[src/i2cs_pkg.sv]
package i2cs_pkg;

  localparam logic [7:0] HOLD_RESET = 8'd10;
  localparam logic [7:0] RX_MSB     = 8'h80;

  typedef enum logic [2:0] {
    OP_NONE  = 3'd0,
    OP_START = 3'd1,
    OP_STOP  = 3'd2,
    OP_WRITE = 3'd3,
    OP_READ  = 3'd4,
    OP_SACK  = 3'd5,
    OP_RACK  = 3'd6
  } op_e;

  typedef struct packed {
    op_e        op;
    logic [7:0] tx_data;
    logic       ack_level;
    logic       sda_sample;
  } item_t;

  typedef struct packed {
    logic       scl_level;
    logic       sda_level;
    logic       busy_res;
    logic       op_done;
    logic       cmd_rejected;
    logic [7:0] rx_data;
    logic       ack_seen;
  } res_t;

endpackage

[src/i2cs_front.sv]
module i2cs_front (
  input  logic           clk_i,
  input  logic           rst_ni,
  input  logic           push_i,
  output logic           full_o,
  input  logic [2:0]     cmd_i,
  input  logic [7:0]     tx_data_i,
  input  logic           ack_level_i,
  input  logic           sda_sample_i,
  output logic           item_valid_o,
  output i2cs_pkg::item_t item_o,
  input  logic           item_take_i
);
  import i2cs_pkg::*;

  item_t      mem_q [2];
  item_t      item_in;
  logic [1:0] cnt_q, cnt_d;
  logic       wr_q, rd_q;
  logic       do_push, do_pop;

  // code 7 and code 0 are plain ticks
  always_comb begin
    item_in.tx_data    = tx_data_i;
    item_in.ack_level  = ack_level_i;
    item_in.sda_sample = sda_sample_i;
    unique case (cmd_i)
      OP_START: item_in.op = OP_START;
      OP_STOP:  item_in.op = OP_STOP;
      OP_WRITE: item_in.op = OP_WRITE;
      OP_READ:  item_in.op = OP_READ;
      OP_SACK:  item_in.op = OP_SACK;
      OP_RACK:  item_in.op = OP_RACK;
      default:  item_in.op = OP_NONE;
    endcase
  end

  assign full_o       = (cnt_q == 2'd2);
  assign item_valid_o = (cnt_q != 2'd0);
  assign item_o       = mem_q[rd_q];
  assign do_push      = push_i && !full_o;
  assign do_pop       = item_take_i && item_valid_o;

  always_comb begin
    cnt_d = cnt_q;
    if (do_push && !do_pop) begin
      cnt_d = cnt_q + 2'd1;
    end else if (do_pop && !do_push) begin
      cnt_d = cnt_q - 2'd1;
    end
  end

  always_ff @(posedge clk_i or negedge rst_ni) begin
    if (!rst_ni) begin
      cnt_q <= 2'd0;
      wr_q  <= 1'b0;
      rd_q  <= 1'b0;
    end else begin
      cnt_q <= cnt_d;
      if (do_push) begin
        wr_q <= ~wr_q;
      end
      if (do_pop) begin
        rd_q <= ~rd_q;
      end
    end
  end

  always_ff @(posedge clk_i) begin
    if (do_push) begin
      mem_q[wr_q] <= item_in;
    end
  end

  a_take_valid: assert property (@(posedge clk_i) disable iff (!rst_ni)
    item_take_i |-> item_valid_o)
    else $error("item taken from empty front queue");

endmodule

[src/i2cs_engine.sv]
module i2cs_engine (
  input  logic            clk_i,
  input  logic            rst_ni,
  input  logic            cfg_we_i,
  input  logic [7:0]      cfg_data_i,
  input  logic            item_valid_i,
  input  i2cs_pkg::item_t item_i,
  output logic            item_take_o,
  input  logic            res_full_i,
  output logic            res_push_o,
  output i2cs_pkg::res_t  res_o
);
  import i2cs_pkg::*;

  op_e        op_q, op_d, ap_op;
  logic [4:0] step_q, step_d, ap_idx, rd_idx;
  logic [7:0] hold_q, hold_d, hold_dec, hold_cfg_q, hold_len;
  logic [7:0] shift_q, shift_d, rx_q, rx_d;
  logic       scl_q, scl_d, sda_q, sda_d, ack_q, ack_d;
  logic       done, rej, ap_en, take;

  function automatic logic [2:0] div3_q(input logic [4:0] v);
    logic [8:0] p;
    p = {4'd0, v} * 9'd11;
    return p[7:5];
  endfunction

  function automatic logic [1:0] div3_r(input logic [4:0] v);
    logic [8:0] p;
    logic [4:0] r;
    p = {4'd0, v} * 9'd11;
    r = v - ({1'b0, p[8:5]} + {p[8:5], 1'b0});
    return r[1:0];
  endfunction

  function automatic logic [4:0] last_step(input op_e op);
    unique case (op)
      OP_START: return 5'd3;
      OP_STOP:  return 5'd2;
      OP_WRITE: return 5'd23;
      OP_READ:  return 5'd24;
      OP_SACK:  return 5'd2;
      OP_RACK:  return 5'd3;
      default:  return 5'd0;
    endcase
  endfunction

  assign take        = item_valid_i && !res_full_i;
  assign item_take_o = take;
  assign res_push_o  = take;
  assign hold_len    = (hold_cfg_q == 8'd0) ? 8'd1 : hold_cfg_q;
  assign rd_idx      = ap_idx - 5'd1;

  always_comb begin
    op_d     = op_q;
    step_d   = step_q;
    hold_d   = hold_q;
    shift_d  = shift_q;
    scl_d    = scl_q;
    sda_d    = sda_q;
    ack_d    = ack_q;
    rx_d     = rx_q;
    done     = 1'b0;
    rej      = 1'b0;
    ap_en    = 1'b0;
    ap_op    = op_q;
    ap_idx   = step_q;
    hold_dec = (hold_q != 8'd0) ? hold_q - 8'd1 : hold_q;
    if (take) begin
      if (op_q != OP_NONE) begin
        rej    = (item_i.op != OP_NONE);
        hold_d = hold_dec;
        if (hold_dec == 8'd0) begin
          if (step_q >= last_step(op_q)) begin
            done = 1'b1;
            if (op_q == OP_READ) begin
              rx_d = shift_q;
            end
            op_d   = OP_NONE;
            step_d = 5'd0;
          end else begin
            step_d = step_q + 5'd1;
            ap_en  = 1'b1;
            ap_idx = step_q + 5'd1;
            hold_d = hold_len;
          end
        end
      end else if (item_i.op != OP_NONE) begin
        op_d   = item_i.op;
        step_d = 5'd0;
        ap_en  = 1'b1;
        ap_op  = item_i.op;
        ap_idx = 5'd0;
        hold_d = hold_len;
        case (item_i.op)
          OP_WRITE: shift_d = item_i.tx_data;
          OP_READ:  shift_d = 8'd0;
          OP_SACK:  shift_d = {7'd0, item_i.ack_level};
          default:  ;
        endcase
      end
      if (ap_en) begin
        unique case (ap_op)
          OP_START: begin
            if (ap_idx == 5'd0) sda_d = 1'b1;
            else if (ap_idx == 5'd1) scl_d = 1'b1;
            else if (ap_idx == 5'd2) sda_d = 1'b0;
            else scl_d = 1'b0;
          end
          OP_STOP: begin
            if (ap_idx == 5'd0) sda_d = 1'b0;
            else if (ap_idx == 5'd1) scl_d = 1'b1;
            else sda_d = 1'b1;
          end
          OP_WRITE: begin
            if (div3_r(ap_idx) == 2'd0) sda_d = shift_d[3'd7 - div3_q(ap_idx)];
            else if (div3_r(ap_idx) == 2'd1) scl_d = 1'b1;
            else scl_d = 1'b0;
          end
          OP_READ: begin
            if (ap_idx == 5'd0) begin
              sda_d = 1'b1;
            end else if (div3_r(rd_idx) == 2'd0) begin
              scl_d = 1'b1;
            end else if (div3_r(rd_idx) == 2'd1) begin
              if (item_i.sda_sample) begin
                shift_d = shift_d | (RX_MSB >> div3_q(rd_idx));
              end
            end else begin
              scl_d = 1'b0;
            end
          end
          OP_SACK: begin
            if (ap_idx == 5'd0) sda_d = shift_d[0];
            else if (ap_idx == 5'd1) scl_d = 1'b1;
            else scl_d = 1'b0;
          end
          OP_RACK: begin
            if (ap_idx == 5'd0) sda_d = 1'b1;
            else if (ap_idx == 5'd1) scl_d = 1'b1;
            else if (ap_idx == 5'd2) ack_d = item_i.sda_sample;
            else scl_d = 1'b0;
          end
          default: ;
        endcase
      end
    end
  end

  always_comb begin
    res_o.scl_level    = scl_d;
    res_o.sda_level    = sda_d;
    res_o.busy_res     = (op_d != OP_NONE);
    res_o.op_done      = done;
    res_o.cmd_rejected = rej;
    res_o.rx_data      = rx_d;
    res_o.ack_seen     = ack_d;
  end

  always_ff @(posedge clk_i or negedge rst_ni) begin
    if (!rst_ni) begin
      op_q       <= OP_NONE;
      step_q     <= 5'd0;
      hold_q     <= 8'd0;
      shift_q    <= 8'd0;
      scl_q      <= 1'b1;
      sda_q      <= 1'b1;
      ack_q      <= 1'b1;
      rx_q       <= 8'd0;
      hold_cfg_q <= HOLD_RESET;
    end else begin
      op_q    <= op_d;
      step_q  <= step_d;
      hold_q  <= hold_d;
      shift_q <= shift_d;
      scl_q   <= scl_d;
      sda_q   <= sda_d;
      ack_q   <= ack_d;
      rx_q    <= rx_d;
      if (cfg_we_i) begin
        hold_cfg_q <= cfg_data_i;
      end
    end
  end

  a_done_idle: assert property (@(posedge clk_i) disable iff (!rst_ni)
    res_push_o && res_o.op_done |-> !res_o.busy_res)
    else $error("done reported while still busy");

  a_hold_live: assert property (@(posedge clk_i) disable iff (!rst_ni)
    op_q != OP_NONE |-> hold_q != 8'd0)
    else $error("active operation with empty hold counter");

  a_rej_busy: assert property (@(posedge clk_i) disable iff (!rst_ni)
    res_push_o && res_o.cmd_rejected |-> op_q != OP_NONE)
    else $error("command rejected while idle");

endmodule

[src/i2cs_outq.sv]
module i2cs_outq (
  input  logic           clk_i,
  input  logic           rst_ni,
  input  logic           res_push_i,
  input  i2cs_pkg::res_t res_i,
  output logic           full_o,
  output logic           empty_o,
  input  logic           pop_i,
  output i2cs_pkg::res_t res_o
);
  import i2cs_pkg::*;

  res_t       mem_q [2];
  logic [1:0] cnt_q, cnt_d;
  logic       wr_q, rd_q;
  logic       do_push, do_pop;

  assign full_o  = (cnt_q == 2'd2);
  assign empty_o = (cnt_q == 2'd0);
  assign res_o   = mem_q[rd_q];
  assign do_push = res_push_i && !full_o;
  assign do_pop  = pop_i && !empty_o;

  always_comb begin
    cnt_d = cnt_q;
    if (do_push && !do_pop) begin
      cnt_d = cnt_q + 2'd1;
    end else if (do_pop && !do_push) begin
      cnt_d = cnt_q - 2'd1;
    end
  end

  always_ff @(posedge clk_i or negedge rst_ni) begin
    if (!rst_ni) begin
      cnt_q <= 2'd0;
      wr_q  <= 1'b0;
      rd_q  <= 1'b0;
    end else begin
      cnt_q <= cnt_d;
      if (do_push) begin
        wr_q <= ~wr_q;
      end
      if (do_pop) begin
        rd_q <= ~rd_q;
      end
    end
  end

  always_ff @(posedge clk_i) begin
    if (do_push) begin
      mem_q[wr_q] <= res_i;
    end
  end

  a_no_drop: assert property (@(posedge clk_i) disable iff (!rst_ni)
    res_push_i |-> !full_o)
    else $error("result pushed into full output queue");

endmodule

[src/i2c_master_bit_sequencer.sv]
// Channel  | Handshake                   | Payload
// ---------+-----------------------------+----------------------------------------
// item in  | push / full                 | cmd_i, tx_data_i, ack_level_i, sda_sample_i
// result   | empty / pop                 | scl_level_o .. ack_seen_o
// config   | cfg_valid_i / cfg_ready_o   | hold_ticks_i
//
// One item per cycle sustained while neither side stalls; each item yields one result.
// From push to empty low, an item passes through the front queue, then the engine into the output queue.
// The engine updates the line state once per item.
// Either side may stall; two-entry queues on each side absorb it.
// Reset: idle, lines released, hold_ticks 10, rx_data 0, ack_seen 1.
module i2c_master_bit_sequencer (
  input  logic       clk_i,
  input  logic       rst_ni,
  input  logic       push,
  output logic       full,
  input  logic [2:0] cmd_i,
  input  logic [7:0] tx_data_i,
  input  logic       ack_level_i,
  input  logic       sda_sample_i,
  output logic       empty,
  input  logic       pop,
  output logic       scl_level_o,
  output logic       sda_level_o,
  output logic       busy_res_o,
  output logic       op_done_o,
  output logic       cmd_rejected_o,
  output logic [7:0] rx_data_o,
  output logic       ack_seen_o,
  input  logic       cfg_valid_i,
  output logic       cfg_ready_o,
  input  logic [7:0] hold_ticks_i
);
  import i2cs_pkg::*;

  item_t item;
  res_t  res_in, res_out;
  logic  item_valid, item_take, res_push, res_full;

  assign cfg_ready_o = 1'b1;

  i2cs_front u_front (
    .clk_i        (clk_i),
    .rst_ni       (rst_ni),
    .push_i       (push),
    .full_o       (full),
    .cmd_i        (cmd_i),
    .tx_data_i    (tx_data_i),
    .ack_level_i  (ack_level_i),
    .sda_sample_i (sda_sample_i),
    .item_valid_o (item_valid),
    .item_o       (item),
    .item_take_i  (item_take)
  );

  i2cs_engine u_engine (
    .clk_i        (clk_i),
    .rst_ni       (rst_ni),
    .cfg_we_i     (cfg_valid_i && cfg_ready_o),
    .cfg_data_i   (hold_ticks_i),
    .item_valid_i (item_valid),
    .item_i       (item),
    .item_take_o  (item_take),
    .res_full_i   (res_full),
    .res_push_o   (res_push),
    .res_o        (res_in)
  );

  i2cs_outq u_outq (
    .clk_i      (clk_i),
    .rst_ni     (rst_ni),
    .res_push_i (res_push),
    .res_i      (res_in),
    .full_o     (res_full),
    .empty_o    (empty),
    .pop_i      (pop),
    .res_o      (res_out)
  );

  assign scl_level_o    = res_out.scl_level;
  assign sda_level_o    = res_out.sda_level;
  assign busy_res_o     = res_out.busy_res;
  assign op_done_o      = res_out.op_done;
  assign cmd_rejected_o = res_out.cmd_rejected;
  assign rx_data_o      = res_out.rx_data;
  assign ack_seen_o     = res_out.ack_seen;

endmodule
[config.mk]
export PLATFORM = sky130hd
export DESIGN_NAME = i2c_master_bit_sequencer
export DESIGN_NICKNAME = d
export VERILOG_FILES = /design/src/i2cs_pkg.sv /design/src/i2cs_front.sv /design/src/i2cs_engine.sv /design/src/i2cs_outq.sv /design/src/i2c_master_bit_sequencer.sv
export SDC_FILE = /design/constraint.sdc
export NUM_CORES = 1
export LEC_CHECK = 0
export ABC_AREA = 0
export BUFFER_PORTS_ARGS = -buffer_cell sky130_fd_sc_hd__buf_2
export CORE_AREA = 4 4 118 120
export CTS_CLUSTER_DIAMETER = 100
export DETAILED_ROUTE_END_ITERATION = 8
export DIE_AREA = 0 0 122 124
export GPL_ROUTABILITY_DRIVEN = 0
export GPL_TIMING_DRIVEN = 1
export PLACE_DENSITY_LB_ADDON = 0.15
export SKIP_LAST_GASP = 1
export SYNTH_ARGS = -nofsm -noshare
export SYNTH_HDL_FRONTEND = slang
export SYNTH_SLANG_ARGS = --single-unit
[constraint.sdc]
create_clock -name clk_i -period 7.8 [get_ports clk_i]
set_input_delay 0.78 -clock clk_i [delete_from_list [all_inputs] [get_ports clk_i]]
set_output_delay 0.78 -clock clk_i [all_outputs]
set_load 0.1 [all_outputs]
After elaboration in Yosys (flattened, before gate mapping)
Memory sizes are Yosys's and may differ from the RTL's.
Cells that the tools add are included.
Storage, ports and cells
  flip-flop bits (word level): 51
  memory bits (writable): 54
  memories: 2
  input bits: 26
Cells by class
  equal/unequal tests: 28
  shift operators: 1
  bitwise operators: 5
  order comparisons: 2
  reduce and logical (&&, ||, !) cells: 36
  multiplexer cells: 95
  $mul: 2
  $add $sub $neg: 12
Memories
  u_outq.mem_q: depth 2, bits a word 14, read ports 1, clocked after Yosys merged registers in 0, wr ports 1, line i2cs_outq.sv:13  | res_t mem_q [2];
  u_front.mem_q: depth 2, bits a word 13, read ports 1, clocked after Yosys merged registers in 0, wr ports 1, line i2cs_front.sv:16  | item_t mem_q [2];
Operators with widths (number)
  $mux W8: 20
  $mux W5: 12
  $mux W1: 46
  $eq A3 B3 Y1 const B: 11
  $pmux W8 S3: 1
  $eq A3 B2 Y1 const B: 7
  $mux W3: 7
  $pmux W5 S4: 1
  $pmux W3 S6: 1
  $logic_not A8 Y1: 2
  $mul A5 B4 Y8 const B: 2
  $pmux W1 S5: 2
  $eq A3 B1 Y1 const B: 3
  $logic_and A1 B1 Y1: 9
  $reduce_bool A3 Y1: 3
  $mux W2: 4
  $or A8 B8 Y8: 1
  $reduce_bool A2 Y1: 4
  $reduce_bool A8 Y1: 1
  $reduce_or A2 Y1: 4
  $shr A8 B3 Y8 const A: 1
  $sub A8 B1 Y8 const B: 1
  $logic_not A1 Y1: 7
  $logic_not A2 Y1: 3
  other kinds (18): 28

Depth between registers and ports, before layout
Gate-level depths: netlist of run 1.
  depth after elaboration: 23
  depth in mapped cells: 35
  gate-level depth less buffers: 34

Modules after synthesis
Synthesis of run 1 repeated with hierarchy kept, for this count alone.
Unflattened totals
  cell total of the unflattened synthesis: 567
  area, all modules: 6392.4 µm²
Modules (own cells, without submodules)
  i2cs_engine: times used 1, cells each 440, area each 3962.6 µm², seq. area each 1082.3 µm²
  i2cs_outq: times used 1, cells each 63, area each 1255.0 µm², seq. area each 940.9 µm²
  i2cs_front: times used 1, cells each 62, area each 1163.6 µm², seq. area each 880.8 µm²
  i2c_master_bit_sequencer: times used 1, cells each 2, area each 11.3 µm², seq. area each 0.0 µm²

Least setup slack after synthesis of run 1
OpenSTA, ideal clock, no wires.
  path kind: reg-to-reg
  start point: reg u_engine.op_q[0]
  end point: reg u_engine.shift_q[2]
  arrival time: 7.183 ns
  cell stages (with the launch flop): 35
  path buffers: 0
  path slack: 0.534 ns
  cells stage by stage: dfrtp_1 -> inv_1 -> ha_1 -> a211oi_1 -> a21oi_1 -> ha_1 -> nand2b_1 -> a211oi_1 -> o31ai_1 -> inv_1 -> ha_1 -> o41ai_1 -> a31oi_4 -> o21ai_0 -> inv_1 -> ha_1 -> o2111a_1 -> xnor2_1 -> inv_1 -> fa_1 -> inv_1 -> ha_1 -> a21oi_1 -> inv_1 -> a21oi_1 -> xnor2_1 -> ha_1 -> xor2_1 -> xnor2_1 -> nand2_1 -> nor3_1 -> nand3b_1 -> a21oi_1 -> a31oi_1 -> o21ai_0
On the way
  longest elaborated chain between the ends: 22
  elaborated cells between the ends (all ways): 44
  those cells by class: add/sub: 3; mul: 1; order compare: 1; eq/ne: 8; shift: 1; mux: 24; bitwise: 1; reduce/logical: 5
Ends and longest elaborated chain
  from (decl): line i2cs_engine.sv:15  | op_e op_q, op_d, ap_op;
  from (signal assigned): line i2cs_engine.sv:172  | op_q <= op_d;
  $eq A3 B1 Y1 (tied with other cells): line i2cs_engine.sv:37  | unique case (op)
  $reduce_or A2 Y1 (no source line)
  $pmux W5 S4: line i2cs_engine.sv:37
  $mux W5: line i2cs_engine.sv:73  | if (hold_dec == 8'd0) begin
  $mux W5: line i2cs_engine.sv:70  | if (op_q != OP_NONE) begin
  $mux W5: line i2cs_engine.sv:69  | if (take) begin
  $ge A5 B5 Y1: line i2cs_engine.sv:74  | if (step_q >= last_step(op_q)) begin
  $mux W5: line i2cs_engine.sv:74
  [... 6 more ...]
  $add A2 B2 Y2 or $shr A8 B3 Y8 (tied branches): line i2cs_engine.sv:32, i2cs_engine.sv:127
  $sub A2 B2 Y2 or $or A8 B8 Y8 (tied branches): line i2cs_engine.sv:32, i2cs_engine.sv:127
  $eq A2 B1 Y1 or $mux W8 (tied branches): line i2cs_engine.sv:125, i2cs_engine.sv:126
  $mux W8: line i2cs_engine.sv:125  | end else if (div3_r(rd_idx) == 2'd1) begin
  $mux W8: line i2cs_engine.sv:123  | end else if (div3_r(rd_idx) == 2'd0) begin
  $mux W8: line i2cs_engine.sv:121  | if (ap_idx == 5'd0) begin
  $mux W8: line i2cs_engine.sv:103  | unique case (ap_op)
  $mux W8 *: line i2cs_engine.sv:102  | if (ap_en) begin
  to (signal assigned): line i2cs_engine.sv:175  | shift_q <= shift_d;
  to (decl): line i2cs_engine.sv:18  | logic [7:0] shift_q, shift_d, rx_q, rx_d;
Every way passes the cells marked *; elsewhere a longest branch is shown, timed or not. The select of a mux whose other input is x is not followed.
A chain may end at the register's enable or synchronous reset.

==> impl_metrics.yaml, run 1 <==
finish:
  layout-drive-gt1-share_pct: 20.9
  layout_common_cells: "edfxtp_1 (54), nand2_1 (47), dfrtp_1 (46), ha_1 (43), buf_2 (41)"
  antenna_cells: 0
  area_growth_pct: 11.9
  layout_commonest_cell: "edfxtp_1"
  nets: 688
critical_path:
  r2r-start: "u_engine.op_q[0]"
  crit_family: "compound AO/OA/AOI/OAI gates"
  criticalPathCategory: "flip-flop to flip-flop"
  critPathSlowestCell: "fa_1"
  rr_endpoint: "u_outq.mem_q[1][13]"
  cp-start-kind: "flip-flop"
  cp-end-kind: "flip-flop"
  arrival_ns: 7.46
  r2r.worst_path.cells: 32
  cp.required_ns: 7.97
  max_stage_delay_ns: 0.54
  crit_buf_inv: 6
  rrSetupSlack_ns: 0.50
  startpoint: "u_engine.op_q[0]"
  cp_max_fo: 8
sta:
  min_period_ns: 7.30
  final_max_slew_viol_count: 0
  holdWs_ns: 0.497
  hold_viol_final: 0
  period_share_pct: 93.5
  skew_ns: 0.00685
  setup_tns_ns: 0
  setup_viol: 0
  maxSlewHeadroom_pct: 15.8
  fmax_mhz: 137
  worst_pin_slew_ns: 1.26
floorplanning:
  coreArea_um2: 13000
  dieArea_um2: 15100
  ios: 43
  die_y_um: 124
  initial_utilization_pct: 48.6
  chipWidth_um: 122
  rows: 42
route:
  vias_per_cell: 5.77
  dr.first_iter.drc_count: 361
  ant_nets: 0
  post-route-drc-count: 0
  wl_mm: 13.7
  wl_per_cell_um: 17.2
  dr.pass1.iters: 5
  vias: 4601
run:
  cap_violations: 0
yosys:
  ys_seq_elements: 105
  yosys_warnings: 0
  avgSynthCellArea_um2: 10.9
  syn_inst: 579
  netlist_area_um2: 6310
  ys.flop_type: "edfxtp_1"
  ys_types: 74
  async_flop_share_pct: 48.6
  ys_seq_area_share_pct: 46.0
  postSynthNetCount: 650
  synth-edff-count: 54
clock_network:
  cts_root_buf: "clkbuf_16"
  cts_buffer_depth: 2
  cts.sinks: 105
  worstSkewPairLatency_ns: 0.36
  cts_tree: "done"
  clk_pin_slew_ns: 0.07
  hold_buffers: 0
  cts_made_buffers: 9
  post_cts_buffers: 0
  htree_levels: 3
global_route:
  overflow: 0
  grt_pass1_vias: 4374
  grt_pass1_wl_mm: 22.2
  grt_max_degree: 52
  antenna_found_initial: 0
  grt_usage_pct: 19.0
worst_hold_path:
  worstHoldPathCells: 1
  min_path_type: "flip-flop to flip-flop"
  min_to: "u_front.wr_q"
  hp-start: "u_front.wr_q"
placement:
  dp_hpwl_mm: 10.2
  io_buffers: 41
run_status:
  status: "finished clean"
timing repair:
| action | in CTS | in global routing |
|---|---|---|
| resized for setup | 0 | 9 |
| endpoints found under the setup margin | 0 | 11 |
| hold endpoints to repair | 0 | 0 |
routing by layer:
metal / routed length [um] / track usage (%) / share of wire (%) / vias to the layer above
met2: 6420 / 30.7 / 47 / 142
met1: 6080 / 24.5 / 44 / 2211
li1: - / - / - / 2220
met3: 848 / 5.50 / 6.2 / 28
met4: 347 / 7.14 / 2.5 / 0
met5: 0 / 0 / 0 / -
kinds of logic after synthesis:
family	share of synthesized area (%)
multiplexers	9.12
AND/OR/NAND/NOR	12.6
buffers and inverters	3.73
flip-flops	46.0
AO/OA/AOI/OAI	14.8
XOR/XNOR	4.54
adder cells (fa/ha/maj)	9.16
other	0.0594
cell usage after synthesis, types with 6 or more instances:
cell	instances	area [um^2]
a211oi_1	7	52.6
a21oi_1	21	105
a221o_1	6	60.1
a31oi_1	12	75.1
clkbuf_1	16	60.1
dfrtp_1	46	1150
edfxtp_1	54	1620
ha_1	43	538
inv_1	32	120
mux2_2	34	383
mux2i_1	17	170
nand2_1	47	176
nand2b_1	6	37.5
nand3_1	9	45.0
nor2_1	36	135
nor3_1	20	100
nor4_1	8	50.1
o21ai_0	39	195
xnor2_1	16	140
xor2_1	8	70.1
state kept, by name (all words and copies together), names as in the netlist:
name,flops
u_engine.hold_cfg_q,8
u_engine.shift_q,8
u_outq.cnt_q,2
u_front.mem_q,26
u_engine.rx_q,8
u_engine.ack_q,1
u_engine.sda_q,1
u_engine.step_q,5
u_front.wr_q,1
u_engine.scl_q,1
u_front.cnt_q,2
u_front.rd_q,1
u_outq.rd_q,1
u_outq.mem_q,28
u_engine.hold_q,8
u_outq.wr_q,1
u_engine.op_q,3
area by class of cell:
type | count | area [um^2]
timing repair buffer | 51 | 280
sequential | 105 | 2900
fill | 1144 | 5920
inverter | 34 | 128
clock inverter | 6 | 67.6
tap | 176 | 220
multi-input combinational | 416 | 3230
clock buffer | 10 | 229
per-stage QoR:
stage	worst slack, ns	std cells	cell area [um^2]	utilization (%)
after floorplan	0.534	579	6310	-
after global placement	0.342	782	6710	51.7
after detailed placement	0.0504	782	6710	51.7
after global routing	-0.0202	798	7060	54.4
final	0.505	798	7060	54.4
after CTS	0.0207	798	7010	54.0
worst max-delay path by stage:
stage / slack [ns] / depth (start not counted) / to
global route: -0.02 / 35 / u_engine.shift_q[1]
finish: 0.50 / 32 / u_outq.mem_q[1][13]
global placement: 0.34 / 32 / u_outq.mem_q[0][13]
detailed placement: 0.05 / 32 / u_outq.mem_q[1][13]
floorplan: 0.53 / 34 / u_engine.shift_q[2]
CTS: 0.02 / 32 / u_outq.mem_q[0][13]
Power of run 1 is left out: the tool's default activity adds up to more than one toggle a clock period on the data nets, which glitch-free logic cannot reach.
==> run 2, diff against run 1 <==
--- a/config.mk
+++ b/config.mk
@@ -7,10 +7,10 @@
 export LEC_CHECK = 0
 export ABC_AREA = 0
 export BUFFER_PORTS_ARGS = -buffer_cell sky130_fd_sc_hd__buf_2
-export CORE_AREA = 4 4 118 120
+export CORE_AREA = 4 4 108 110
 export CTS_CLUSTER_DIAMETER = 100
 export DETAILED_ROUTE_END_ITERATION = 8
-export DIE_AREA = 0 0 122 124
+export DIE_AREA = 0 0 112 114
 export GPL_ROUTABILITY_DRIVEN = 0
 export GPL_TIMING_DRIVEN = 1
 export PLACE_DENSITY_LB_ADDON = 0.15
==> constraint.sdc (replaced) <==
create_clock -name clk_i -period 8.4 [get_ports clk_i]
set_input_delay 0.84 -clock clk_i [delete_from_list [all_inputs] [get_ports clk_i]]
set_output_delay 0.84 -clock clk_i [all_outputs]
set_load 0.1 [all_outputs]
==> impl_metrics.yaml, run 2 (synthesis gave the netlist of run 1 again) <==
route:
  wl_per_cell_um: 17.3
  vias: 4621
  vias_per_cell: 6.10
  ant_nets: 0
  post-route-drc-count: 0
  wl_mm: 13.1
  dr.pass1.iters: 6
  dr.first_iter.drc_count: 451
clock_network:
  cts.sinks: 105
  cts_made_buffers: 9
  worstSkewPairLatency_ns: 0.38
  cts_root_buf: "clkbuf_8"
  clk_pin_slew_ns: 0.11
  cts_tree: "done"
  cts_buffer_depth: 2
  htree_levels: 3
floorplanning:
  dieArea_um2: 12800
  rows: 38
  chipWidth_um: 112
  coreArea_um2: 10700
  initial_utilization_pct: 59.0
  die_y_um: 114
  ios: 43
global_route:
  antenna_found_initial: 0
  grt_max_degree: 52
  grt_pass1_vias: 4402
  grt_pass1_wl_mm: 21.6
  overflow: 0
  grt_usage_pct: 21.3
finish:
  layout_commonest_cell: "edfxtp_1"
  antenna_cells: 0
  fill_cells: 869
  layoutNonFillerInstCount: 758
  regMostFlops: "u_outq.mem_q"
  utilization_pct: 63.9
  largest_reg_flops: 28
  layout_common_cells: "edfxtp_1 (54), nand2_1 (47), dfrtp_1 (46), ha_1 (43), buf_2 (41)"
  area_growth_pct: 8.33
  nets: 684
  layout-drive-gt1-share_pct: 19.6
  reg_top3: "u_outq.mem_q (28), u_front.mem_q (26)"
critical_path:
  critPathSlowestCell: "o41ai_1"
  arrival_ns: 8.06
  cp.required_ns: 8.69
  cp_max_fo: 10
  r2r.worst_path.cells: 35
  cp-end-kind: "flip-flop"
  max_stage_delay_ns: 0.56
  cp-start-kind: "flip-flop"
  criticalPathCategory: "flip-flop to flip-flop"
run:
  cap_violations: 0
run_status:
  status: "finished clean"
placement:
  pre_cts_slack_ns: 0.337
  dp_hpwl_mm: 9.75
  io_buffers: 41
  dp_cells: 742
sta:
  setup_tns_ns: 0
  hold_viol_final: 0
  worst_slack_ns: 0.635
  min_period_ns: 7.77
  rsz0062_at_grt: "no"
  fmax_mhz: 129
  skew_ns: 0.0138
  worst_pin_slew_ns: 1.21
  period_share_pct: 92.4
  setup_viol: 0
  maxSlewHeadroom_pct: 18.8
  final_max_slew_viol_count: 0
worst_hold_path:
  worstHoldPathCells: 1
  min_path_type: "flip-flop to flip-flop"
==> run 2: timing repair <==
action                     4_1_cts  5_1_grt
setup endpoints to repair        0       11
hold buffers                     0        0
buffers inserted                 0        0
resized for setup                0        2
==> run 2: final timing paths <==
path	end	from	slack, ns
hold / removal	u_front.wr_q	u_front.wr_q	0.51
min in group asynchronous	u_engine.hold_cfg_q[4]	rst_ni	0.56
setup reg to reg	u_engine.shift_q[6]	u_engine.op_q[0]	0.63
max in group asynchronous	u_engine.shift_q[4]	rst_ni	7.37
hold reg to reg	u_front.wr_q	u_front.wr_q	0.51
setup / recovery	u_engine.shift_q[6]	u_engine.op_q[0]	0.63
==> run 2: stage by stage <==
stage | hold slack [ns] | area, um^2
finish | 0.509 | 6840
global route | 0.518 | 6840
CTS | 0.513 | 6820
detailed placement | 0.496 | 6640
global placement | 0.476 | 6640
floorplan | 0.461 | 6310
==> run 2: layout make-up <==
type                            count  area, um^2  area share [%]
Multi-Input combinational cell    416        3190            46.7
Clock buffer                       10         138            2.01
Tap cell                          140         175            2.56
Timing Repair Buffer               47         250            3.66
Sequential cell                   105        2900            42.5
Inverter                           34         128            1.87
Clock inverter                      6        50.0           0.732
==> run 2: routing by layer <==
layer	vias up	routed length [um]	global-route usage (%)	part of all wire [%]
met5	-	0	0	0
met2	175	6190	34.2	47
met1	2197	5860	28.9	45
met4	0	395	8.97	3.0
li1	2217	-	-	-
met3	32	684	3.82	5.2
==> run 2: critical path, delay by kind of cell (launching register included) <==
family / cells / cell delay (ns)
AOI/OAI and AO/OA: 13 / 2.84
xor gates and xnor gates: 4 / 0.87
adders and majority gates: 7 / 2.23
buffers and inverters: 7 / 0.82
DFF: 1 / 0.46
and+or+nand+nor: 4 / 0.48
Power of run 2 is left out for the same reason.
